`config.mk`:
```
export PLATFORM = sky130hd
export DESIGN_NAME = tha_cell
export DESIGN_NICKNAME = d
export VERILOG_FILES = /design/src/hw/rtl/tha_pkg.sv /design/src/hw/rtl/tha_cell.sv
export SDC_FILE = /design/constraint.sdc
export NUM_CORES = 1
export LEC_CHECK = 0
export ABC_AREA = 1
export ABC_CLOCK_PERIOD_IN_PS = 2900
export BUFFER_PORTS_ARGS = -buffer_cell sky130_fd_sc_hd__buf_4
export CORE_AREA = 2 2 142 144
export DETAILED_ROUTE_END_ITERATION = 10
export DIE_AREA = 0 0 144 146
export MAX_ROUTING_LAYER = met4
export PLACE_DENSITY_LB_ADDON = 0.1
export SLEW_MARGIN = 40
export SYNTH_ARGS = -nofsm -noshare
export SYNTH_HDL_FRONTEND = slang
export SYNTH_SLANG_ARGS = --single-unit
export TNS_END_PERCENT = 1
```
`constraint.sdc`:
```
create_clock -name clk -period 2.9 [get_ports clk]
set_input_delay 0.435 -clock clk [delete_from_list [all_inputs] [get_ports clk]]
set_output_delay 0.435 -clock clk [all_outputs]
set_load 0.02 [all_outputs]
```
`src/hw/rtl/tha_pkg.sv`:
```
// shared types, widths, codes and the arctangent table of the heading unit
// no dependencies; imported by every module of the block
package tha_pkg;

  // field widths
  localparam int TGT_W     = 16;
  localparam int CORNER_W  = 20;
  localparam int BOX_W     = 16;
  localparam int HEADING_W = 17;
  localparam int SPRITE_W  = 18;

  // fixed point formats
  localparam int POS_FRAC_BITS    = 4;
  localparam int ANGLE_FRAC_BITS  = 8;
  localparam int ACC_FRAC         = 16;
  localparam int TABLE_LEN        = 24;
  localparam int CORDIC_STEPS_DEF = 16;

  // datapath widths
  localparam int VEC_W       = 23;  // box-centre to target vector, signed
  localparam int MAG_W       = 22;  // magnitude of one component
  localparam int NORM_W      = 31;  // normalized operand, msb at bit 30
  localparam int NORM_STAGES = 5;   // shifts of 16, 8, 4, 2, 1
  localparam int XY_W        = 34;  // cordic x and y, signed, with gain headroom
  localparam int Z_W         = 25;  // angle accumulator, signed, 1/65536 degree
  localparam int ATAN_W      = 22;
  localparam int CLAMP_W     = 23;
  localparam int ROUND_SHIFT = ACC_FRAC - ANGLE_FRAC_BITS;
  localparam int PART_W      = 15;

  localparam logic [CLAMP_W-1:0]   Z_MAX         = CLAMP_W'(90 << ACC_FRAC);
  localparam logic [PART_W-1:0]    PART_RIGHT    = PART_W'(90 << ANGLE_FRAC_BITS);
  localparam logic [SPRITE_W-1:0]  SPRITE_OFFSET = SPRITE_W'(180 << ANGLE_FRAC_BITS);

  // how the arctangent part is formed
  localparam logic [1:0] MODE_CORDIC   = 2'd0;
  localparam logic [1:0] MODE_DEN_ZERO = 2'd1;
  localparam logic [1:0] MODE_NUM_ZERO = 2'd2;

  // quadrant offset codes
  localparam logic [1:0] QUAD_0   = 2'd0;
  localparam logic [1:0] QUAD_90  = 2'd1;
  localparam logic [1:0] QUAD_180 = 2'd2;
  localparam logic [1:0] QUAD_270 = 2'd3;

  // register port
  localparam int ADDR_W = 3;
  localparam int DATA_W = 32;
  localparam logic REG_BOX_WIDTH  = 1'b0;
  localparam logic REG_BOX_HEIGHT = 1'b1;

  typedef struct packed {
    logic       valid;
    logic [1:0] quad;
    logic [1:0] mode;
  } ctl_t;

  // atan(2^-i) in degrees, 2^16 scale
  function automatic logic [ATAN_W-1:0] atan_tab(input int unsigned idx);
    logic [ATAN_W-1:0] r;
    case (idx)
      0:  r = ATAN_W'(2949120);
      1:  r = ATAN_W'(1740967);
      2:  r = ATAN_W'(919879);
      3:  r = ATAN_W'(466945);
      4:  r = ATAN_W'(234379);
      5:  r = ATAN_W'(117304);
      6:  r = ATAN_W'(58666);
      7:  r = ATAN_W'(29335);
      8:  r = ATAN_W'(14668);
      9:  r = ATAN_W'(7334);
      10: r = ATAN_W'(3667);
      11: r = ATAN_W'(1833);
      12: r = ATAN_W'(917);
      13: r = ATAN_W'(458);
      14: r = ATAN_W'(229);
      15: r = ATAN_W'(115);
      16: r = ATAN_W'(57);
      17: r = ATAN_W'(29);
      18: r = ATAN_W'(14);
      19: r = ATAN_W'(7);
      20: r = ATAN_W'(4);
      21: r = ATAN_W'(2);
      22: r = ATAN_W'(1);
      default: r = '0;
    endcase
    return r;
  endfunction

  function automatic logic [HEADING_W-1:0] quad_offset(input logic [1:0] quad);
    logic [HEADING_W-1:0] r;
    case (quad)
      QUAD_0:   r = '0;
      QUAD_90:  r = HEADING_W'(90 << ANGLE_FRAC_BITS);
      QUAD_180: r = HEADING_W'(180 << ANGLE_FRAC_BITS);
      QUAD_270: r = HEADING_W'(270 << ANGLE_FRAC_BITS);
      default:  r = '0;
    endcase
    return r;
  endfunction

endpackage

```
`src/hw/rtl/tha_cell.sv`:
```
// one vectoring cordic step, registered; a row of these forms the rotator
// depends on tha_pkg (arctangent table)
module tha_cell #(
  parameter int unsigned IDX = 0
) (
  input  logic                            clk,
  input  logic                            rst,
  input  logic                            en,
  input  tha_pkg::ctl_t                   ctl_in,
  input  logic signed [tha_pkg::XY_W-1:0] x_in,
  input  logic signed [tha_pkg::XY_W-1:0] y_in,
  input  logic signed [tha_pkg::Z_W-1:0]  z_in,
  output tha_pkg::ctl_t                   ctl_out,
  output logic signed [tha_pkg::XY_W-1:0] x_out,
  output logic signed [tha_pkg::XY_W-1:0] y_out,
  output logic signed [tha_pkg::Z_W-1:0]  z_out
);
  import tha_pkg::*;

  localparam logic signed [Z_W-1:0] ANGLE = $signed({{(Z_W-ATAN_W){1'b0}}, atan_tab(IDX)});

  logic signed [XY_W-1:0] xs, ys;
  logic                   y_pos;

  // arithmetic shift rounds toward minus infinity
  assign xs    = x_in >>> IDX;
  assign ys    = y_in >>> IDX;
  assign y_pos = ~y_in[XY_W-1];

  always_ff @(posedge clk) begin
    if (rst) begin
      ctl_out <= '0;
    end else if (en) begin
      ctl_out <= ctl_in;
    end
    if (en) begin
      x_out <= y_pos ? x_in + ys : x_in - ys;
      y_out <= y_pos ? y_in - xs : y_in + xs;
      z_out <= y_pos ? z_in + ANGLE : z_in - ANGLE;
    end
  end

endmodule

```
Word-level counts from Yosys, hierarchy flattened. Index checks and enable logic that the tools add are counted.

Mux-type cells: 3. Add/subtract/negate cells: 5.

Operators by type and width (number): two-way mux 34 bit (2); subtractor 34 bit (2); adder 34 bit (1); adder 25 x 23 -> 25 bit, second input constant (1); two-way mux 25 bit (1); subtractor 25 x 23 -> 25 bit, second input constant (1).

Output and inout port bits: 98. Input port bits: 101. Logic and storage cells: 14. Register bits after elaboration: 98.

Logic depth before layout (Yosys ltp).
Depth in word-level cells: 2. Depth in mapped cells: 18. Mapped depth without buffers: 17.

Least setup slack after synthesis. No wires, ideal clock.

Path kind: input to register. Start: input port y_in[33] in the netlist's numbering. End: register z_out[22] in the netlist's numbering (data pin). Stages: 9. Path buffers: 2. Setup slack: 0.524 ns. Arrival time: 2.118 ns. Data required time: 2.642 ns. Setup time: 0.258 ns. Cells stage by stage: clkbuf_1 inv_2 buf_2 fa_1 o21ai_0 a21oi_1 nor2_1 nor2_1 xnor2_1.

Cells in the longest elaborated chain, start to end: 1.

RTL lines: start, declared (line tha_cell.sv:11) `input logic signed [tha_pkg::XY_W-1:0] y_in,`; two-way mux 25 bit (line tha_cell.sv:39) `z_out <= y_pos ? z_in + ANGLE : z_in - ANGLE;`; end signal, assigned (line tha_cell.sv:39); end, declared (line tha_cell.sv:16) `output logic signed [tha_pkg::Z_W-1:0] z_out`.

Every way passes these cells. A chain may end at the register's enable or synchronous reset.

Worst setup path after layout.
Start: input port x_in[6] in the netlist's numbering. End: register y_out[10] in the netlist's numbering (data pin).

Cells in the longest elaborated chain, start to end: 2. Elaborated cells on any way between the ends: 3. Classes of those cells: add/sub: 2; mux: 1.

RTL lines: start, declared (line tha_cell.sv:10) `input logic signed [tha_pkg::XY_W-1:0] x_in,`; subtractor 34 bit or adder 34 bit (tied branches) (line tha_cell.sv:38) `y_out <= y_pos ? y_in - xs : y_in + xs;`; two-way mux 34 bit (*) (line tha_cell.sv:38); end signal, assigned (line tha_cell.sv:38); end, declared (line tha_cell.sv:15) `output logic signed [tha_pkg::XY_W-1:0] y_out,`.

Mark *: on every way between the ends. The rest lies on a longest branch, timed or not.

==> impl_metrics.py <==
metrics = {
    "status": {
        "status": "completed",
    },
    "drt": {
        "drt_first_pass_iters": 6,
        "post_drt_wl_per_cell_um": 17.70,
        "vias": 11405,
        "postRouteAntennaNets": 0,
        "viasPerCell": 5.632,
        "drtIter0Drc": 1151,
        "wl_mm": 35.85,
        "drc": 0,
    },
    "pwr": {
        "pwr-share-seq_pct": 33.4,
        "p_comb_share_pct": 44.1,
        "intPower_mw": 3.223,
        "p_clk_share_pct": 22.5,
        "p_leak_nw": 6.393,
        "power_mw": 5.461,
        "switching_share_pct": 40.97,
        "power.density_mw_per_mm2": 433.8,
        "peakVddDrop_mv": 0.2618,
        "switchingPower_mw": 2.237,
    },
    "clock_tree": {
        "htreeDepth": 3,
        "cts_tree": "done",
        "cts_resized": 0,
        "clkSlewWorstSetupHoldPaths_ps": 80,
        "post-cts-setup-buffer-count": 0,
        "numCtsBuffers": 9,
        "clock-sinks": 97,
        "cts_buffer_depth": 2,
        "ctsHoldBuffers": 0,
        "clkLatencyLatePin_ps": 360,
        "root_buffer": "clkbuf_16",
    },
    "sta": {
        "rsz0062_at_grt": "no",
        "tightest_slew_ps": 740.7,
        "finalHoldViolations": 0,
        "min_period_ps": 2512,
        "slew_viol_final": 0,
        "fin_skew_ps": 0,
        "fin_crit_sh_pct": 86.62,
        "max_freq_mhz": 398.1,
        "slew_headroom_pct": 50.62,
        "fin_tns_setup_ps": 0,
        "finalSetupViolations": 0,
    },
    "finish": {
        "fin_cells": 2025,
        "num_antenna_cells": 0,
        "stdcell_area_mm2": 0.01259,
        "final_layout_size_suffix_gt1_share_pct": 16.53,
        "fin_nets": 1966,
        "area_growth_pct": 19.84,
        "finalCoreUtilization_pct": 65.11,
    },
    "die": {
        "rows": 51,
        "ios": 199,
        "dieArea_mm2": 0.02102,
        "die_w_um": 144,
        "core_area_mm2": 0.01933,
        "die_h_um": 146,
        "initial_core_util_pct": 54.33,
    },
    "grt": {
        "busiest_layer": "met2",
        "use_met2_pct": 54.45,
        "grt_pass1_vias": 10871,
        "grt_overflow": 0,
        "use_met1_pct": 46.33,
        "grt.total_usage_pct": 35.13,
        "grt_use_met3_pct": 6.088,
        "grt_pass1_wl_mm": 55.55,
        "grt_max_degree": 66,
        "grt_antenna_before_repair": 0,
    },
    "critical_path": {
        "cp-start-kind": "primary input",
        "worstSetupPathType": "in -> reg",
        "slowest_delay_ps": 600,
        "critPathCaptureType": "flip-flop",
        "worst-r2r-setup-slack_ps": 2300,
        "cp_slowest_cell": "ha_1",
        "worstPathMaxFanout": 11,
        "crit_required_ps": 3010,
        "cp.arrival_ps": 2630,
        "cp_cell_sequence": "buf_4 > inv_1 > ha_1 > nand2_1 > nor2_1 > and2_1 > nand2_1 > nand3_2 > nor2_1 > o31ai_1",
    },
    "synthesis": {
        "synth_cell_types": 47,
        "yosysSeqAreaShare_pct": 27.25,
        "synth-edff-count": 92,
        "syn_nets": 1768,
        "yosys_register_bits": 97,
        "async_reset_ff_share_pct": 0,
        "ys.flop_type": "edfxtp_1",
        "syn_inst": 1557,
        "avgSynthCellArea_um2": 6.746,
        "syn_area_mm2": 0.01050,
        "yosys_warnings": 0,
    },
    "run": {
        "timing.max_cap.violations": 0,
    },
    "placed_design": {
        "globalplace.congestion": 0.9771,
        "hpwl_mm": 29.78,
        "io_buffers": 198,
        "dp.cells": 2009,
        "placed_cell_area_mm2": 0.01230,
    },
    "worst_hold_path": {
        "min_path_type": "in -> reg",
    },
}
## cell type report
cell class / count / area [um^2]
Clock buffer: 9 / 225.2
Clock inverter: 7 / 60.06
Fill cell: 1810 / 6746
Inverter: 226 / 848.3
Multi-Input combinational cell: 1192 / 6529
Sequential cell: 97 / 2863
Tap cell: 265 / 331.6
Timing Repair Buffer: 229 / 1732
## worst max-delay path: cells and delay by family
family	cells	cell delay, ps
AOI/OAI and AO/OA	1	440
adders and majority gates	1	600
buffers and inverters	2	130
and+or+nand+nor	6	1020
## through the flow
stage,hold slack (ps),setup slack (ps)
final,247.6,388.1
after global routing,235.4,235.5
after CTS,241.6,452.4
after detailed placement,451.4,87.08
after global placement,447.6,125.8
after floorplan,504.1,523.9
## placed cells by master (no fill, tap or decap), types with 4 or more instances in the layout
cell,instances
a21o_1,12
a21oi_1,135
a21oi_2,6
a31oi_1,4
buf_4,228
clkbuf_16,9
dfxtp_1,5
edfxtp_1,92
fa_1,4
ha_1,106
inv_1,218
inv_2,8
nand2_1,417
nand2_2,8
nand3_1,146
nand4_1,13
nor2_1,132
nor2_2,7
nor3_1,11
o211ai_1,8
o21ai_0,82
o21ai_1,15
o21bai_1,13
o22ai_1,4
o31ai_1,4
or2_2,5
xnor2_1,4
xor2_1,30
## power groups by stage
stage | clock (mW) | sequential [mW] | combinational, mW
2_1_floorplan | 0 | 2.08 | 1.23
3_3_place_gp | 0 | 1.85 | 2.32
3_5_place_dp | 0 | 1.85 | 2.36
4_1_cts | 1.25 | 1.83 | 2.37
5_1_grt | 1.29 | 1.84 | 2.62
6_report | 1.23 | 1.82 | 2.41
## final timing paths
| check | cells after the start | from | to |
|---|---|---|---|
| setup / recovery | 10 | x_in[6] | y_out[10]$_DFFE_PP_ |
| hold reg to reg | 2 | ctl_out[2]$_SDFFE_PP0P_ | ctl_out[2]$_SDFFE_PP0P_ |
| setup reg to reg | 2 | ctl_out[4]$_SDFFE_PP0P_ | ctl_out[4]$_SDFFE_PP0P_ |
| hold / removal | 1 | z_in[11] | z_out[11]$_DFFE_PP_ |
## flip-flops by register name, indices dropped and copies added (netlist names)
register and cells:
x_out 34, ctl_out 5, z_out 25, y_out 33
## cell usage after synthesis, drive strengths merged (13+ instances only)
library cell	number	area share, %
nand2	425	15
inv	226	8.1
nand3	149	7.2
a21oi	141	6.9
nor2	140	5.2
ha	106	13
o21ai	98	4.7
edfxtp	92	26
buf	33	2.2
xor2	30	2.5
nand4	13	0.77
nor3	13	0.71
o21bai	13	0.93
## layer usage
layer	routed length [um]	vias up
li1	-	5488
met1	15060	5239
met2	15920	601
met3	3588	77
met4	1287	0
met5	0	-
## cell families after synthesis
kind of cell	synth area share, %
simple gates	30.77
buf+inv	10.59
mux	0.09530
compound gates	15.07
xor+xnor	2.835
flops	27.25
fa+ha+maj	13.39
Power figures use the tool's default switching activity.
