<file path="src/hw/rtl/tha_pkg.sv">
// shared types, widths, codes and the arctangent table of the heading unit
// no dependencies; imported by every module of the block
package tha_pkg;

  // field widths
  localparam int TGT_W     = 16;
  localparam int CORNER_W  = 20;
  localparam int BOX_W     = 16;
  localparam int HEADING_W = 17;
  localparam int SPRITE_W  = 18;

  // fixed point formats
  localparam int POS_FRAC_BITS    = 4;
  localparam int ANGLE_FRAC_BITS  = 8;
  localparam int ACC_FRAC         = 16;
  localparam int TABLE_LEN        = 24;
  localparam int CORDIC_STEPS_DEF = 16;

  // datapath widths
  localparam int VEC_W       = 23;  // box-centre to target vector, signed
  localparam int MAG_W       = 22;  // magnitude of one component
  localparam int NORM_W      = 31;  // normalized operand, msb at bit 30
  localparam int NORM_STAGES = 5;   // shifts of 16, 8, 4, 2, 1
  localparam int XY_W        = 34;  // cordic x and y, signed, with gain headroom
  localparam int Z_W         = 25;  // angle accumulator, signed, 1/65536 degree
  localparam int ATAN_W      = 22;
  localparam int CLAMP_W     = 23;
  localparam int ROUND_SHIFT = ACC_FRAC - ANGLE_FRAC_BITS;
  localparam int PART_W      = 15;

  localparam logic [CLAMP_W-1:0]   Z_MAX         = CLAMP_W'(90 << ACC_FRAC);
  localparam logic [PART_W-1:0]    PART_RIGHT    = PART_W'(90 << ANGLE_FRAC_BITS);
  localparam logic [SPRITE_W-1:0]  SPRITE_OFFSET = SPRITE_W'(180 << ANGLE_FRAC_BITS);

  // how the arctangent part is formed
  localparam logic [1:0] MODE_CORDIC   = 2'd0;
  localparam logic [1:0] MODE_DEN_ZERO = 2'd1;
  localparam logic [1:0] MODE_NUM_ZERO = 2'd2;

  // quadrant offset codes
  localparam logic [1:0] QUAD_0   = 2'd0;
  localparam logic [1:0] QUAD_90  = 2'd1;
  localparam logic [1:0] QUAD_180 = 2'd2;
  localparam logic [1:0] QUAD_270 = 2'd3;

  // register port
  localparam int ADDR_W = 3;
  localparam int DATA_W = 32;
  localparam logic REG_BOX_WIDTH  = 1'b0;
  localparam logic REG_BOX_HEIGHT = 1'b1;

  typedef struct packed {
    logic       valid;
    logic [1:0] quad;
    logic [1:0] mode;
  } ctl_t;

  // atan(2^-i) in degrees, 2^16 scale
  function automatic logic [ATAN_W-1:0] atan_tab(input int unsigned idx);
    logic [ATAN_W-1:0] r;
    case (idx)
      0:  r = ATAN_W'(2949120);
      1:  r = ATAN_W'(1740967);
      2:  r = ATAN_W'(919879);
      3:  r = ATAN_W'(466945);
      4:  r = ATAN_W'(234379);
      5:  r = ATAN_W'(117304);
      6:  r = ATAN_W'(58666);
      7:  r = ATAN_W'(29335);
      8:  r = ATAN_W'(14668);
      9:  r = ATAN_W'(7334);
      10: r = ATAN_W'(3667);
      11: r = ATAN_W'(1833);
      12: r = ATAN_W'(917);
      13: r = ATAN_W'(458);
      14: r = ATAN_W'(229);
      15: r = ATAN_W'(115);
      16: r = ATAN_W'(57);
      17: r = ATAN_W'(29);
      18: r = ATAN_W'(14);
      19: r = ATAN_W'(7);
      20: r = ATAN_W'(4);
      21: r = ATAN_W'(2);
      22: r = ATAN_W'(1);
      default: r = '0;
    endcase
    return r;
  endfunction

  function automatic logic [HEADING_W-1:0] quad_offset(input logic [1:0] quad);
    logic [HEADING_W-1:0] r;
    case (quad)
      QUAD_0:   r = '0;
      QUAD_90:  r = HEADING_W'(90 << ANGLE_FRAC_BITS);
      QUAD_180: r = HEADING_W'(180 << ANGLE_FRAC_BITS);
      QUAD_270: r = HEADING_W'(270 << ANGLE_FRAC_BITS);
      default:  r = '0;
    endcase
    return r;
  endfunction

endpackage

</file>
<file path="src/hw/rtl/tha_prep.sv">
// front end: box-centre vector, quadrant choice and special cases, two stages
// depends on tha_pkg
module tha_prep (
  input  logic                             clk,
  input  logic                             rst,
  input  logic                             en,
  input  logic                             in_valid,
  input  logic signed [tha_pkg::TGT_W-1:0]    target_x,
  input  logic signed [tha_pkg::TGT_W-1:0]    target_y,
  input  logic signed [tha_pkg::CORNER_W-1:0] corner_x,
  input  logic signed [tha_pkg::CORNER_W-1:0] corner_y,
  input  logic [tha_pkg::BOX_W-1:0]        box_width,
  input  logic [tha_pkg::BOX_W-1:0]        box_height,
  output tha_pkg::ctl_t                    ctl,
  output logic [tha_pkg::MAG_W-1:0]        num,
  output logic [tha_pkg::MAG_W-1:0]        den
);
  import tha_pkg::*;

  logic signed [VEC_W-1:0] tx_ext, ty_ext, cx_ext, cy_ext, bw_ext, bh_ext;
  logic signed [VEC_W-1:0] vx, vy, vx_next, vy_next, vx_abs, vy_abs;
  logic                    valid_a;
  logic [MAG_W-1:0]        mx, my, num_next, den_next;
  tha_pkg::ctl_t           ctl_next;

  assign tx_ext = VEC_W'(target_x);
  assign ty_ext = VEC_W'(target_y);
  assign cx_ext = VEC_W'(corner_x);
  assign cy_ext = VEC_W'(corner_y);
  assign bw_ext = $signed({{(VEC_W-BOX_W){1'b0}}, box_width});
  assign bh_ext = $signed({{(VEC_W-BOX_W){1'b0}}, box_height});

  // vector in units of 2^-(POS_FRAC_BITS+1) pixel
  assign vx_next = (tx_ext <<< (POS_FRAC_BITS + 1)) - (cx_ext <<< 1) - bw_ext;
  assign vy_next = (ty_ext <<< (POS_FRAC_BITS + 1)) - (cy_ext <<< 1) - bh_ext;

  always_ff @(posedge clk) begin
    if (rst) begin
      valid_a <= 1'b0;
    end else if (en) begin
      valid_a <= in_valid;
    end
    if (en) begin
      vx <= vx_next;
      vy <= vy_next;
    end
  end

  assign vx_abs = vx[VEC_W-1] ? -vx : vx;
  assign vy_abs = vy[VEC_W-1] ? -vy : vy;
  assign mx     = vx_abs[MAG_W-1:0];
  assign my     = vy_abs[MAG_W-1:0];

  always_comb begin
    ctl_next.valid = valid_a;
    case ({vx[VEC_W-1], vy[VEC_W-1]})
      2'b00: begin
        num_next = my; den_next = mx; ctl_next.quad = QUAD_90;
      end
      2'b10: begin
        num_next = mx; den_next = my; ctl_next.quad = QUAD_180;
      end
      2'b11: begin
        num_next = my; den_next = mx; ctl_next.quad = QUAD_270;
      end
      default: begin
        num_next = mx; den_next = my; ctl_next.quad = QUAD_0;
      end
    endcase
    // zero vector lands in the first arm and reads as 90 degrees
    if (den_next == '0 && num_next != '0) begin
      ctl_next.mode = MODE_DEN_ZERO;
    end else if (num_next == '0) begin
      ctl_next.mode = MODE_NUM_ZERO;
    end else begin
      ctl_next.mode = MODE_CORDIC;
    end
  end

  always_ff @(posedge clk) begin
    if (rst) begin
      ctl <= '0;
    end else if (en) begin
      ctl <= ctl_next;
    end
    if (en) begin
      num <= num_next;
      den <= den_next;
    end
  end

endmodule

</file>
<file path="config.mk">
export PLATFORM = sky130hd
export DESIGN_NAME = tha_prep
export DESIGN_NICKNAME = d
export VERILOG_FILES = /design/src/hw/rtl/tha_pkg.sv /design/src/hw/rtl/tha_prep.sv
export SDC_FILE = /design/constraint.sdc
export NUM_CORES = 1
export LEC_CHECK = 0
export BUFFER_PORTS_ARGS = -buffer_cell sky130_fd_sc_hd__buf_2
export CAP_MARGIN = 40
export CORE_MARGIN = 2
export CORE_UTILIZATION = 35
export DETAILED_ROUTE_END_ITERATION = 12
export SETUP_SLACK_MARGIN = 0.05
export SLEW_MARGIN = 10
export SYNTH_ARGS = -nofsm -noshare
export SYNTH_HDL_FRONTEND = slang
export SYNTH_SLANG_ARGS = --single-unit
</file>
<file path="constraint.sdc">
create_clock -name clk -period 4.1 [get_ports clk]
set_clock_uncertainty 0.2 [all_clocks]
set_input_delay 0.41 -clock clk [delete_from_list [all_inputs] [get_ports clk]]
set_output_delay 0.41 -clock clk [all_outputs]
set_load 0.02 [all_outputs]
</file>
=== After elaboration in Yosys (flattened, before gate mapping) ===
Index checks and enable logic that the tools add are counted.

* Add/sub/neg operators: 6
* Equality and inequality tests: 2
* Muxes and demuxes: 7
* Reduce and logical (&&, ||, !) cells: 6

{| class="wikitable"
|+ Operator list
! cell !! count
|-
| 22-bit 2-to-1 mux || 4
|-
| 22-bit by 17-bit subtractor with 23-bit output || 2
|-
| 22-bit logical NOT || 2
|-
| 22-bit negation || 2
|-
| 21-bit by 21-bit subtractor with 22-bit output || 2
|-
| 22-bit nonzero test || 1
|-
| 2-bit one-hot mux with 3 select lines || 1
|-
| 2-bit equality test (second input constant) || 2
|-
| 2-bit 2-to-1 mux || 2
|-
| 2-bit logical NOT || 1
|-
| 2-bit OR reduction || 1
|-
| 1-bit logical AND || 1
|}

* Register bits: 96
* Input port bits: 108
* Output and inout port bits: 49
* Word-level logic and storage cells: 29

=== Logic depth before layout (Yosys ltp) ===
* Depth after elaboration: 6
* Mapped depth: 13

=== Least setup slack after synthesis ===
No wires, ideal clock.

* Kind: reg-to-reg
* Start point: register vx[22]
* End point: register ctl[0] in the netlist's numbering
* Library setup time: 0.115 ns
* Data arrival time: 3.261 ns
* Slack: 0.523 ns
* Cell stages (with the launch flop): 12
* Buffers on the path: 5
* Clock period less this slack: 3.577 ns
* Cells stage by stage: edfxtp_1 clkbuf_1 clkinv_1 ha_1 buf_1 clkbuf_1 buf_1 buf_1 mux2i_1 nor4_1 nand4b_1 a31o_1

* Cells in the longest elaborated chain, start to end: 6
* Elaborated cells between the ends (all ways): 10
* Those cells by class: eq/ne: 1; mux: 4; reduce/logical: 5

{| class="wikitable"
|+ Ends and longest elaborated chain
! what !! line !! RTL
|-
| start: declaration || tha_prep.sv:21 || <nowiki>logic signed [VEC_W-1:0] vx, vy, vx_next, vy_next, vx_abs, vy_abs;</nowiki>
|-
| start signal: assignment || tha_prep.sv:44 || <nowiki>vx <= vx_next;</nowiki>
|-
| 2-bit equality test or 2-bit logical NOT (tied branches) || tha_prep.sv:56 || <nowiki>case ({vx[VEC_W-1], vy[VEC_W-1]})</nowiki>
|-
| 2-bit OR reduction (no source line) || - ||
|-
| 22-bit 2-to-1 mux (*) || tha_prep.sv:56 ||
|-
| named net num_next[20] || tha_prep.sv:23 || <nowiki>logic [MAG_W-1:0] mx, my, num_next, den_next;</nowiki>
|-
| 22-bit nonzero test (*) || tha_prep.sv:71 || <nowiki>if (den_next == '0 && num_next != '0) begin</nowiki>
|-
| 1-bit logical AND (*) || tha_prep.sv:71 ||
|-
| 2-bit 2-to-1 mux (*) || tha_prep.sv:71 ||
|-
| end signal: assignment || tha_prep.sv:84 || <nowiki>ctl <= ctl_next;</nowiki>
|-
| end: declaration || tha_prep.sv:14 || <nowiki>output tha_pkg::ctl_t ctl,</nowiki>
|}

The timed path passes the listed nets; every way through them passes the cells marked *.
A chain may end at the register's enable or synchronous reset.

=== Final worst setup path ===
* Start point: register vx[0]
* End point: register ctl[0] in the netlist's numbering

* Cells in the longest elaborated chain, start to end: 6
* Elaborated cells between the ends (all ways): 8
* Those cells by class: add/sub: 1; mux: 4; reduce/logical: 3

{| class="wikitable"
|+ Ends and longest elaborated chain
! what !! line !! RTL
|-
| 22-bit negation || tha_prep.sv:49 || <nowiki>assign vx_abs = vx[VEC_W-1] ? -vx : vx;</nowiki>
|-
| 22-bit 2-to-1 mux || tha_prep.sv:49 ||
|-
| 22-bit 2-to-1 mux || tha_prep.sv:56 ||
|-
| named net num_next[4] || tha_prep.sv:23 ||
|-
| 22-bit nonzero test || tha_prep.sv:71 ||
|-
| 1-bit logical AND || tha_prep.sv:71 ||
|-
| 2-bit 2-to-1 mux || tha_prep.sv:71 ||
|}

The timed path passes the listed nets, and every way through them passes these cells.

==> impl_metrics.toml <==
[cells_and_area]
syn_to_final_growth_pct = 18.2
drive_gt1_share_pct = 21.5
fillers = 2176
instances_no_fill = 1223
nets = 1137
diodes = 0

[logic_synthesis]
ys_warn_count = 0
synth_cell_type_count = 71
synth_nets = 977
synthArstFlopShare_pct = 0
synth_area_leaders = "edfxtp_1 35%, ha_1 11%, fa_1 6.1%"
syn_area_per_cell_sq_um = 10.1
yosysTopAreaCell = "edfxtp_1"
synth-edff-count = 90
ys_seq_area_share_pct = 36.1
netlist_area_sq_um = 7830
synthCells = 778
synthFlopType = "edfxtp_1"
yosys_register_bits = 96
yosys.area.top_type_share_pct = 34.5

[critical_path]
cp_top_family = "simple AND/OR/NAND/NOR gates"
cp.depth = 10
cp.required_ps = 4140
worstSetupStartpointType = "flop"
critical_path.endpoint_type = "flop"
r2r.worst_path.cells = 10
cp.arrival_ps = 3590
max_stage_delay_ps = 540
crit_chain = "inv_1 > ha_1 > or3b_2 > a211oi_1 > mux2i_1 > or4_1 > nor4_1 > and4b_1 > nand4b_1 > a31o_1"
critical-path-slowest-cell = "or4_1"
worst-path-max-fanout = 5
critical_path_class = "flop to flop"
path_buf_inv = 1

[clock_network]
cts.path.max_buffers = 2
path_clk_slew_ps = 60
tritoncts = "built"
numCtsBuffers = 9
clk_latency_ps = 350
cts_root_buffer = "clkbuf_16"
htree_num_levels = 3
ctsHoldBuffers = 0
cts_resized = 0
postCtsSetupBuffers = 0
clock_sinks = 96

[drt]
drtPass1Iterations = 5
num_vias = 6229
wl_met2_mm = 8.29
drtIter0Drc = 331
wirelength_mm = 18.2
routed.top_layer = "met4"
wire_per_inst_um = 14.9
viasPerCell = 5.09
drc = 0
ant_nets = 0
wl_met3_mm = 1.19
wl_met1_mm = 8.40

[placed_design]
dp_hpwl_mm = 14.6
placedCellCount = 1207
portBuffers = 156
gp_congestion = 0.854

[timing]
fmax_mhz = 282
relSlewSlack_pct = 54.5
hold_viol_final = 0
worst_pin_slew_ps = 673
rsz0062_at_grt = "no"
period_share_pct = 86.5
setup_viol = 0
tns_ps = 0
hold_ws_ps = 60.4
final_max_slew_viol_count = 0
min_period_ps = 3550

[floorplanning]
dieArea_sq_um = 23600
die_w_um = 154
initial_core_util_pct = 35.8
ios = 157
core_sq_um = 21900
die_h_um = 154
row_count = 54

[global_route]
grt_pass1_wl_mm = 29.7
grt_max_degree = 53
grt_use_total_pct = 15.5
antenna_found_initial = 0
grt_remaining_overflow = 0
first_global_vias = 5902

[worst_hold_path]
hp-class = "input pin to flop"
worstHoldPathCells = 1

[power_and_ir_drop]
power_leakage_nw = 4.09
total_power_mw = 4.34
ir_worst_vdd_mv = 0.245
power_density_nw_per_um2 = 469

[flow_run]
drv_cap = 0

[run_status]
status = "completed"
## logic make-up after synthesis
family	Yosys count	share of synthesized area, %
simple gates	211	14.9
xor+xnor	59	6.60
fa+ha+maj	91	16.8
flops	96	36.1
compound gates	151	13.3
buf+inv	127	6.68
mux	43	5.56
## worst reg2reg max path: cells and delay by family (launching register included)
family	cells	cell delay, ps
AOI/OAI and AO/OA	2	540
adders and majority gates	1	240
buffers and inverters	1	140
DFF	1	440
muxes	1	150
and+or+nand+nor	5	1740
## cell usage after synthesis (11+ instances only)
| master | instances |
|---|---|
| xnor2_1 | 39 |
| o21ai_0 | 27 |
| nand3_1 | 13 |
| ha_1 | 67 |
| nand4_1 | 11 |
| edfxtp_1 | 90 |
| nor2_1 | 52 |
| fa_1 | 24 |
| nand2b_1 | 14 |
| a211oi_1 | 13 |
| inv_1 | 107 |
| mux2i_1 | 39 |
| xor2_1 | 20 |
| nand2_1 | 33 |
| nor3_1 | 19 |
| a21oi_1 | 35 |
## cells in the final DEF (no fill, tap or decap), types with 14 or more instances in the layout
master    Yosys  layout
buf_2         1     155
inv_1       107     107
edfxtp_1     90      90
ha_1         67      67
nor2_1       52      52
xnor2_1      39      39
mux2i_1      39      39
a21oi_1      35      35
nand2_1      33      33
o21ai_0      27      27
fa_1         24      24
xor2_1       20      20
nor3_1       19      19
nand2b_1     14      14
## final timing paths
| check | startpoint | to | slack, ps |
|---|---|---|---|
| worst min-delay path | box_height[0] | vy[0] | 60 |
| worst max-delay path | vx[0] | ctl[0] | 550 |
| worst max register to register | vx[0] | ctl[0] | 550 |
| worst min register to register | ctl[4] | ctl[4] | 300 |
## per-stage QoR
step                setup slack, ps  area (sq um)  utilization, %
CTS                             584          9260            42.3
global placement                370          8940            40.8
floorplan                       523          7830               -
detailed placement              245          8970            41.0
finish                          553          9260            42.3
global route                    341          9260            42.3
## cell type report
class | instances | area (sq um) | share of cell area, %
tap | 280 | 350 | 3.79
sequential | 96 | 2820 | 30.5
timing repair buffer | 168 | 906 | 9.79
inverter | 108 | 405 | 4.38
clock inverter | 5 | 56.3 | 0.608
multi-input combinational | 555 | 4480 | 48.4
clock buffer | 11 | 233 | 2.51
## metal layers
metal | vias to the layer above | global-route usage [%]
met5 | - | 0
met1 | 2929 | 20.5
met4 | 0 | 4.81
met3 | 20 | 4.26
met2 | 142 | 24.7
li1 | 3138 | -
## power by group
| group | switching (mW) | total, mW | leakage, nW | internal [mW] |
|---|---|---|---|---|
| logic | 1.10 | 1.87 | 3.02 | 0.767 |
| clock network | 0.361 | 0.834 | 0.140 | 0.473 |
| registers | 0.206 | 1.64 | 0.932 | 1.43 |
| total | 1.67 | 4.34 | 4.09 | 2.67 |
## sequential cells by signal, indices dropped and copies added, names as in the netlist
| signal | cells |
|---|---|
| ctl | 5 |
| den | 22 |
| num | 22 |
| valid_a | 1 |
| vx | 23 |
| vy | 23 |
No activity file was read; power rests on OpenSTA's default activity.
