--- src/hw/rtl/tha_pkg.sv ---
// shared types, widths, codes and the arctangent table of the heading unit
// no dependencies; imported by every module of the block
package tha_pkg;

  // field widths
  localparam int TGT_W     = 16;
  localparam int CORNER_W  = 20;
  localparam int BOX_W     = 16;
  localparam int HEADING_W = 17;
  localparam int SPRITE_W  = 18;

  // fixed point formats
  localparam int POS_FRAC_BITS    = 4;
  localparam int ANGLE_FRAC_BITS  = 8;
  localparam int ACC_FRAC         = 16;
  localparam int TABLE_LEN        = 24;
  localparam int CORDIC_STEPS_DEF = 16;

  // datapath widths
  localparam int VEC_W       = 23;  // box-centre to target vector, signed
  localparam int MAG_W       = 22;  // magnitude of one component
  localparam int NORM_W      = 31;  // normalized operand, msb at bit 30
  localparam int NORM_STAGES = 5;   // shifts of 16, 8, 4, 2, 1
  localparam int XY_W        = 34;  // cordic x and y, signed, with gain headroom
  localparam int Z_W         = 25;  // angle accumulator, signed, 1/65536 degree
  localparam int ATAN_W      = 22;
  localparam int CLAMP_W     = 23;
  localparam int ROUND_SHIFT = ACC_FRAC - ANGLE_FRAC_BITS;
  localparam int PART_W      = 15;

  localparam logic [CLAMP_W-1:0]   Z_MAX         = CLAMP_W'(90 << ACC_FRAC);
  localparam logic [PART_W-1:0]    PART_RIGHT    = PART_W'(90 << ANGLE_FRAC_BITS);
  localparam logic [SPRITE_W-1:0]  SPRITE_OFFSET = SPRITE_W'(180 << ANGLE_FRAC_BITS);

  // how the arctangent part is formed
  localparam logic [1:0] MODE_CORDIC   = 2'd0;
  localparam logic [1:0] MODE_DEN_ZERO = 2'd1;
  localparam logic [1:0] MODE_NUM_ZERO = 2'd2;

  // quadrant offset codes
  localparam logic [1:0] QUAD_0   = 2'd0;
  localparam logic [1:0] QUAD_90  = 2'd1;
  localparam logic [1:0] QUAD_180 = 2'd2;
  localparam logic [1:0] QUAD_270 = 2'd3;

  // register port
  localparam int ADDR_W = 3;
  localparam int DATA_W = 32;
  localparam logic REG_BOX_WIDTH  = 1'b0;
  localparam logic REG_BOX_HEIGHT = 1'b1;

  typedef struct packed {
    logic       valid;
    logic [1:0] quad;
    logic [1:0] mode;
  } ctl_t;

  // atan(2^-i) in degrees, 2^16 scale
  function automatic logic [ATAN_W-1:0] atan_tab(input int unsigned idx);
    logic [ATAN_W-1:0] r;
    case (idx)
      0:  r = ATAN_W'(2949120);
      1:  r = ATAN_W'(1740967);
      2:  r = ATAN_W'(919879);
      3:  r = ATAN_W'(466945);
      4:  r = ATAN_W'(234379);
      5:  r = ATAN_W'(117304);
      6:  r = ATAN_W'(58666);
      7:  r = ATAN_W'(29335);
      8:  r = ATAN_W'(14668);
      9:  r = ATAN_W'(7334);
      10: r = ATAN_W'(3667);
      11: r = ATAN_W'(1833);
      12: r = ATAN_W'(917);
      13: r = ATAN_W'(458);
      14: r = ATAN_W'(229);
      15: r = ATAN_W'(115);
      16: r = ATAN_W'(57);
      17: r = ATAN_W'(29);
      18: r = ATAN_W'(14);
      19: r = ATAN_W'(7);
      20: r = ATAN_W'(4);
      21: r = ATAN_W'(2);
      22: r = ATAN_W'(1);
      default: r = '0;
    endcase
    return r;
  endfunction

  function automatic logic [HEADING_W-1:0] quad_offset(input logic [1:0] quad);
    logic [HEADING_W-1:0] r;
    case (quad)
      QUAD_0:   r = '0;
      QUAD_90:  r = HEADING_W'(90 << ANGLE_FRAC_BITS);
      QUAD_180: r = HEADING_W'(180 << ANGLE_FRAC_BITS);
      QUAD_270: r = HEADING_W'(270 << ANGLE_FRAC_BITS);
      default:  r = '0;
    endcase
    return r;
  endfunction

endpackage

--- src/hw/rtl/tha_post.sv ---
// back end: clamp and round the angle, add the quadrant offset, output skid
// depends on tha_pkg; drives the pipeline advance for the whole block
module tha_post (
  input  logic                                clk,
  input  logic                                rst,
  output logic                                en,
  input  tha_pkg::ctl_t                       ctl_in,
  input  logic signed [tha_pkg::Z_W-1:0]      z_in,
  output logic                                out_valid,
  input  logic                                out_ready,
  output logic [tha_pkg::HEADING_W-1:0]       heading,
  output logic [tha_pkg::SPRITE_W-1:0]        sprite_angle
);
  import tha_pkg::*;

  logic [CLAMP_W-1:0]   zc;
  logic [CLAMP_W:0]     rsum;
  logic [PART_W-1:0]    part_next, part;
  logic                 p_valid;
  logic [1:0]           p_quad;
  logic [HEADING_W-1:0] head_next, skid_head;
  logic [SPRITE_W-1:0]  sprite_next, skid_sprite;
  logic                 skid_valid;
  logic                 push;

  assign en = ~skid_valid;

  always_comb begin
    if (z_in[Z_W-1]) begin
      zc = '0;
    end else if (z_in > $signed({{(Z_W-CLAMP_W){1'b0}}, Z_MAX})) begin
      zc = Z_MAX;
    end else begin
      zc = z_in[CLAMP_W-1:0];
    end
    rsum = {1'b0, zc} + (CLAMP_W+1)'(1 << (ROUND_SHIFT - 1));
    case (ctl_in.mode)
      MODE_DEN_ZERO: part_next = PART_RIGHT;
      MODE_NUM_ZERO: part_next = '0;
      default:       part_next = rsum[ROUND_SHIFT +: PART_W];
    endcase
  end

  always_ff @(posedge clk) begin
    if (rst) begin
      p_valid <= 1'b0;
    end else if (en) begin
      p_valid <= ctl_in.valid;
    end
    if (en) begin
      part   <= part_next;
      p_quad <= ctl_in.quad;
    end
  end

  assign head_next   = quad_offset(p_quad) + HEADING_W'(part);
  assign sprite_next = SPRITE_W'(head_next) + SPRITE_OFFSET;
  assign push        = en & p_valid;

  // output register plus one skid entry; the pipeline holds while the skid is full
  always_ff @(posedge clk) begin
    if (rst) begin
      out_valid  <= 1'b0;
      skid_valid <= 1'b0;
    end else if (out_ready || !out_valid) begin
      if (skid_valid) begin
        out_valid  <= 1'b1;
        skid_valid <= 1'b0;
      end else begin
        out_valid <= push;
      end
    end else if (push) begin
      skid_valid <= 1'b1;
    end
  end

  always_ff @(posedge clk) begin
    if (out_ready || !out_valid) begin
      if (skid_valid) begin
        heading      <= skid_head;
        sprite_angle <= skid_sprite;
      end else if (push) begin
        heading      <= head_next;
        sprite_angle <= sprite_next;
      end
    end else if (push) begin
      skid_head   <= head_next;
      skid_sprite <= sprite_next;
    end
  end

endmodule

--- config.mk ---
export PLATFORM = sky130hd
export DESIGN_NAME = tha_post
export DESIGN_NICKNAME = d
export VERILOG_FILES = /design/src/hw/rtl/tha_pkg.sv /design/src/hw/rtl/tha_post.sv
export SDC_FILE = /design/constraint.sdc
export NUM_CORES = 1
export LEC_CHECK = 0
export CAP_MARGIN = 25
export CORE_MARGIN = 10
export CORE_UTILIZATION = 55
export CTS_CLUSTER_SIZE = 40
export DETAILED_ROUTE_END_ITERATION = 8
export DONT_BUFFER_PORTS = 1
export GPL_TIMING_DRIVEN = 0
export PLACE_DENSITY_LB_ADDON = 0.12
export SLEW_MARGIN = 20
export SYNTH_ARGS = -nofsm -noshare
export SYNTH_HDL_FRONTEND = slang
export SYNTH_SLANG_ARGS = --single-unit
export TNS_END_PERCENT = 20
--- constraint.sdc ---
create_clock -name clk -period 8.73 [get_ports clk]
set_input_delay 1.746 -clock clk [delete_from_list [all_inputs] [get_ports clk]]
set_output_delay 1.746 -clock clk [all_outputs]
set_load 0.03 [all_outputs]
### Word level (Yosys, flattened, before mapping)

Index checks and enable logic that the tools add are counted.

| cells by class | value |
|---|---|
| eq/ne operators | 5 |
| reductions and logical operators | 7 |
| multiplexer cells | 9 |
| bitwise operators | 3 |
| add/sub/neg operators | 3 |
| order comparisons | 1 |

Operators by type and width:

| cell | number |
|---|---|
| 17-bit one-hot mux with 4 select lines | 1 |
| 23-bit two-way mux | 2 |
| 18-bit two-way mux | 2 |
| 17-bit two-way mux | 2 |
| 15-bit one-hot mux with 2 select lines | 1 |
| 25-bit by 24-bit greater-than comparator with 1-bit output, second input constant | 1 |
| 23-bit by 8-bit adder with 23-bit output, second input constant | 1 |
| 17-bit by 16-bit adder with 18-bit output, second input constant | 1 |
| 17-bit by 15-bit adder with 17-bit output | 1 |
| 2-bit equality test, second input constant | 3 |
| 2-bit by 1-bit equality test with 1-bit output, second input constant | 2 |
| 2-bit AND reduction | 2 |
| 2-bit zero test | 1 |
| 1-bit inverter | 2 |
| 2-bit nonzero test | 1 |
| 2-bit OR reduction | 1 |
| 1-bit AND | 1 |
| 1-bit zero test | 1 |
| 1-bit logical OR | 1 |
| 1-bit two-way mux | 1 |

| word-level totals | value |
|---|---|
| word-level logic and storage cells | 37 |
| output and inout bits | 37 |
| register bits | 90 |
| bits of input ports | 33 |

### Logic depth before layout (Yosys ltp)

| depth | value |
|---|---|
| depth after elaboration | 6 |
| depth in mapped cells | 12 |
| depth with buffers taken out | 12 |

### Least setup slack after synthesis

No wires, ideal clock.

| path | value |
|---|---|
| kind | input port to flip-flop |
| start point | in out_ready |
| end point | reg skid_head[0] (enable) |
| setup slack | 4.436 ns |
| data required time | 8.286 ns |
| path buffers | 0 |
| setup time | 0.444 ns |
| cell stages on the path | 2 |
| arrival | 3.851 ns |
| cells stage by stage | nand2b_1 nor3b_1 |

| between the ends | value |
|---|---|
| cells in the longest elaborated chain, start to end | 3 |

RTL lines:

| item | RTL line | RTL |
|---|---|---|
| start, declared | tha_post.sv:10 | `input logic out_ready,` |
| 1-bit logical OR | tha_post.sv:78 | `if (out_ready \|\| !out_valid) begin` |
| 1-bit inverter (no line) | n/a |  |
| 2-bit AND reduction (no line) | n/a |  |
| end signal, assigned | tha_post.sv:87 | `skid_head <= head_next;` |
| end, declared | tha_post.sv:21 | `logic [HEADING_W-1:0] head_next, skid_head;` |

Every way passes these cells.
A chain may end at the register's enable or synchronous reset.

### Worst setup path after layout

| path | value |
|---|---|
| start point | in z_in[13] in the netlist's numbering |
| end point | reg part[11], data pin |

| between the ends | value |
|---|---|
| cells in the longest elaborated chain, start to end | 5 |

RTL lines:

| item | RTL line | RTL |
|---|---|---|
| start, declared | tha_post.sv:8 | `input logic signed [tha_pkg::Z_W-1:0] z_in,` |
| 25-bit by 24-bit greater-than comparator with 1-bit output | tha_post.sv:31 | `end else if (z_in > $signed({{(Z_W-CLAMP_W){1'b0}}, Z_MAX})) begin` |
| 23-bit two-way mux (*) | tha_post.sv:31 |  |
| 23-bit two-way mux (*) | tha_post.sv:29 | `if (z_in[Z_W-1]) begin` |
| 23-bit by 8-bit adder with 23-bit output (*) | tha_post.sv:36 | `rsum = {1'b0, zc} + (CLAMP_W+1)'(1 << (ROUND_SHIFT - 1));` |
| 15-bit one-hot mux with 2 select lines (*) | tha_post.sv:37 | `case (ctl_in.mode)` |
| net part_next[11] | tha_post.sv:18 | `logic [PART_W-1:0] part_next, part;` |
| end signal, assigned | tha_post.sv:51 | `part <= part_next;` |
| end, declared | tha_post.sv:18 |  |

Mark *: on every way through the listed nets, which the timed path passes. The rest lies on a longest branch.

==> impl_summary.md <==
Status
The flow ran to the end, and the final reports show no timing, DRC or antenna violations.

Clock network
Once the clock tree was built, the resizer swapped 0 gates to a different size. At the later pin of the worst-skew pair, clock insertion delay measures ~0.34 ns. The TritonCTS sink count is 70. Buffers added to address setup during post-CTS repair amount to 0. Hold repair after CTS inserted 0 buffers. The TritonCTS clock tree is yes.

Clock tree synthesis selected as its root buffer the cell sky130_fd_sc_hd__clkbuf_8. TritonCTS created 9 clock buffers. No sink is reached through more buffers than the 2 on the longest clock path. After clock tree synthesis, the clock-pin slew on the worst setup and hold paths is 0.08 ns. The number of levels the H-tree was split into is 3.

Pwr
Of the total power, the clock network draws 0.353. The total power is approximately 0.87 mW. The design internal power is around 0.65 mW. The maximum ir drop on the vdd rail is approximately 0.13 mV.

In this run the power spent charging and discharging nets is 0.2241 mW. Of the total power, the share spent switching nets is 0.2569. The power density over cell area is ~220 nW/µm².

The combinational fraction of design power is 0.152. The share of total power dissipated in sequential elements is 0.496. In this run the static leakage power is 1.469 nW.

Cells and area
The final core area utilization is 0.6221. The fraction of final layout cells with drive strength greater than 1 is 0.1753. The repair_antennas step left the layout with diodes totalling 0. The finished layout cell area is between 3000 and 4000 µm². The area growth from synthesis to final layout is 9.634%.

The final layout contains 352 nets.

STA
For the final database, setup skew stands at about 0.012 ns. Setup repair after global routing left no endpoint under its margin. The worst-margin pin slew is between 0.7 and 0.8 ns. The number of failing hold endpoints at the final stage is 0. Derived from the worst setup path, the maximum achievable clock frequency is 0.2555 GHz. The final sum of negative setup slack is 0 ns. The final setup slack of the worst path is about 4.8 ns. The ratio of final minimum period to clock period is 0.4483. Setup violations remaining at the end of the flow were counted as 0.

Subtracting the final worst setup slack from the clock period gives about 3.9 ns. The max-slew violation count is 0. The headroom to the max-slew limit is 0.4757.

Critical path
The worst setup path is launched from a primary input. The start point of the critical path is z_in[13]. The kind of critical path is in -> reg. The buffer and inverter count on the worst path is 0. The worst setup path is captured at a register. In this run the register-to-register setup slack is roughly 5.6 ns. In this design, the largest share of critical-path delay is due to simple AND/OR/NAND/NOR gates. Data arrives at the worst endpoint at a little under 4 ns. The worst register-to-register path begins at p_quad[0]$_DFFE_PN_. STA puts the critical path data required time at just under 9 ns. In this run the worst path has a maximum fanout of 7. The signal on the critical path passes through nor4_1 > nand4_1 > o221ai_1 > and3_1 > ha_1 > and4_1 > nand4_1 > xnor2_1 > o21ai_0 > o21ai_0. The cell with the largest stage delay on the worst path is sky130_fd_sc_hd__o221ai_1. For this run, the slowest stage of the critical path takes between 0.4 and 0.5 ns.

Placed design
Routability-driven placement finished with a final weighted congestion of ~0.77. After detailed placement, the total cell area comes to 3740 µm². The worst slack after detailed placement is ~4.5 ns. The count of input and output buffers is 0. The HPWL after detailed placement is 4.983 mm.

Drt
The first detailed-routing pass ran for 4 iterations. Dividing the detail-routed via count by the number of cells gives just under 6. In the final routed layout, each cell accounts on average for ~18 µm.

For this block, the routed nets add up to between 6 and 7 mm of wire. After the first detailed-routing iteration, the DRC count stood at between 100 and 150. The via count is around 2.3k. The count of nets left with antenna violations after detail routing is 0. The number of DRC violations after detailed routing is 0.

Worst hold path
The worst hold path belongs to the class reg -> reg. The launch instance of the worst min-delay path is part[5]$_DFFE_PN_.

Logic synthesis
The synthesized netlist cell count is slightly below 300. The synthesized design contains 67 enable-type register cells. The most used flip-flop cell after synthesis is sky130_fd_sc_hd__edfxtp_1. Summing every instance area after synthesis gives between 3000 and 4000 µm². The number of different library cells used by synthesis comes to 54.

The area share of the largest cell type after synthesis is 0.5552. Ranked by total cell area, the synthesized netlist is headed by sky130_fd_sc_hd__edfxtp_1 56%, sky130_fd_sc_hd__ha_1 5.2%, sky130_fd_sc_hd__mux2_2 5.0%, sky130_fd_sc_hd__nor2_1 2.5%, sky130_fd_sc_hd__nand2_1 2.2%. When the netlist entered floorplanning its net count stood at ~340. The post-synthesis average cell area is approximately 12 µm². Of all cell types, the one taking the most synthesized area is sky130_fd_sc_hd__edfxtp_1.

Synthesis inferred 70 register bits. The share of the yosys chip area belonging to registers is 0.5718. Counting flops with an async set or reset pin after synthesis yields a share of 0. For this run, the number of Yosys warnings is 0.

Floorplanning
In this run the vertical extent of the chip is 101.2 µm. In this run the core area contains 29 standard-cell rows. The die extent in x is 101.2 µm.

The number of top-level pins is 70. The area of the placeable core is about 6400 µm². The starting utilization of the core area is 0.5674.

The total die area is slightly above 10000 µm².

GRT
The overall overflow remaining after global route is 0. The overall global routing resource usage is 0.1361. The maximum number of pins on one net before global-route repair is 27.

The number of antenna violations at the first check in global routing is 0. The first global-routing pass estimated between 10 and 15 mm of wire. The via count of the first global-routing pass is 2246.

Job
The max-capacitance violation count is 0.
## cells by family after synthesis
kind of cell,Yosys count,synth area share
AND/OR/NAND/NOR,89,0.1260
multiplexers,18,0.05525
flip-flops,70,0.5718
XOR/XNOR,16,0.03868
buffers and inverters,30,0.04178
adder cells (fa/ha/maj),16,0.05732
AO/OA/AOI/OAI,51,0.1091
## Yosys cell counts (2+ instances only)
cell                       number
sky130_fd_sc_hd__inv_1         12
sky130_fd_sc_hd__dfxtp_1        3
sky130_fd_sc_hd__inv_2          2
sky130_fd_sc_hd__a2111o_1       2
sky130_fd_sc_hd__nand2_1       21
sky130_fd_sc_hd__a211oi_4       2
sky130_fd_sc_hd__a21oi_1        8
sky130_fd_sc_hd__and4_1         2
sky130_fd_sc_hd__xnor2_1        7
sky130_fd_sc_hd__o21ai_0        8
sky130_fd_sc_hd__mux2_2        16
sky130_fd_sc_hd__nand2b_1       2
sky130_fd_sc_hd__o31ai_1        5
sky130_fd_sc_hd__ha_1          15
sky130_fd_sc_hd__a211oi_1       2
sky130_fd_sc_hd__mux2i_1        2
sky130_fd_sc_hd__nor3b_1        3
sky130_fd_sc_hd__o21a_1         5
sky130_fd_sc_hd__nor3_1         2
sky130_fd_sc_hd__clkbuf_1       4
sky130_fd_sc_hd__o221ai_1       3
sky130_fd_sc_hd__nand3_1        9
sky130_fd_sc_hd__nor2_1        24
sky130_fd_sc_hd__edfxtp_1      67
sky130_fd_sc_hd__and3b_1        2
sky130_fd_sc_hd__buf_4         10
sky130_fd_sc_hd__nor2b_1        2
sky130_fd_sc_hd__xor2_1         9
sky130_fd_sc_hd__nand4_1        5
sky130_fd_sc_hd__a21o_1         2
sky130_fd_sc_hd__o211ai_1       3
sky130_fd_sc_hd__nor4_1         5
sky130_fd_sc_hd__and3_1         4
sky130_fd_sc_hd__and2_1         2
## path summary, 6_finish.rpt
path,cells after the start,to
setup reg to reg,10,sprite_angle[16]$_DFFE_PP_
hold / removal,0,skid_head[5]$_DFFE_PP_
setup / recovery,10,part[11]$_DFFE_PN_
hold reg to reg,0,skid_head[5]$_DFFE_PP_
## power by group through the flow
stage	Clock [mW]	Combinational (mW)	Sequential [mW]
6_report	0.308	0.132	0.432
5_1_grt	0.327	0.148	0.435
4_1_cts	0.312	0.133	0.434
3_5_place_dp	0	0.131	0.441
3_3_place_gp	0	0.129	0.440
2_1_floorplan	0	0.107	0.437
## routing by layer
layer	track usage	share of wire	vias to the layer above	wire length, µm
met5	0	0	-	0
met4	0.04930	0.012	0	80
met3	0.05786	0.081	10	551
met2	0.2007	0.44	78	2980
met1	0.1751	0.47	1057	3159
li1	-	-	1110	-
## layout by cell type (no fill, tap or decap), drive strengths merged, types with 3 or more instances in the layout
cell / netlist / routed
a211oi: 4 / 4
a21oi: 8 / 8
and3: 4 / 4
buf: 12 / 14
bufinv: 0 / 3
clkbuf: 4 / 15
dfxtp: 3 / 3
edfxtp: 67 / 67
ha: 15 / 15
inv: 14 / 14
mux2: 16 / 16
nand2: 22 / 22
nand3: 9 / 9
nand4: 5 / 5
nor2: 24 / 24
nor3: 3 / 3
nor3b: 3 / 3
nor4: 5 / 5
o211ai: 3 / 3
o21a: 5 / 5
o21ai: 9 / 9
o221ai: 3 / 3
o31ai: 5 / 5
xnor2: 7 / 7
xor2: 9 / 9
## flip-flops by register name, indices dropped and copies added (netlist names)
| register | cells |
|---|---|
| heading | 17 |
| out_valid | 1 |
| p_quad | 2 |
| p_valid | 1 |
| part | 15 |
| skid_head | 17 |
| skid_sprite | 8 |
| skid_valid | 1 |
| sprite_angle | 8 |
## area by class of cell
class                      count  area [µm²]
buffer                        16       98.84
tap                           77       96.34
inverter                      14       52.55
clock buffer                  11       131.4
sequential                    70        2072
clock inverter                 5       100.1
multi-input combinational    190        1406
timing repair buffer           2       15.01
fill                         496        2414
## per-stage QoR
| stage | instances | hold slack (ns) |
|---|---|---|
| floorplan | 290 | 0.4222 |
| global placement | 367 | 0.4334 |
| detailed placement | 369 | 0.4352 |
| CTS | 385 | 0.4411 |
| global route | 385 | 0.4559 |
| finish | 385 | 0.4403 |
(Power assumes the default switching activity.)
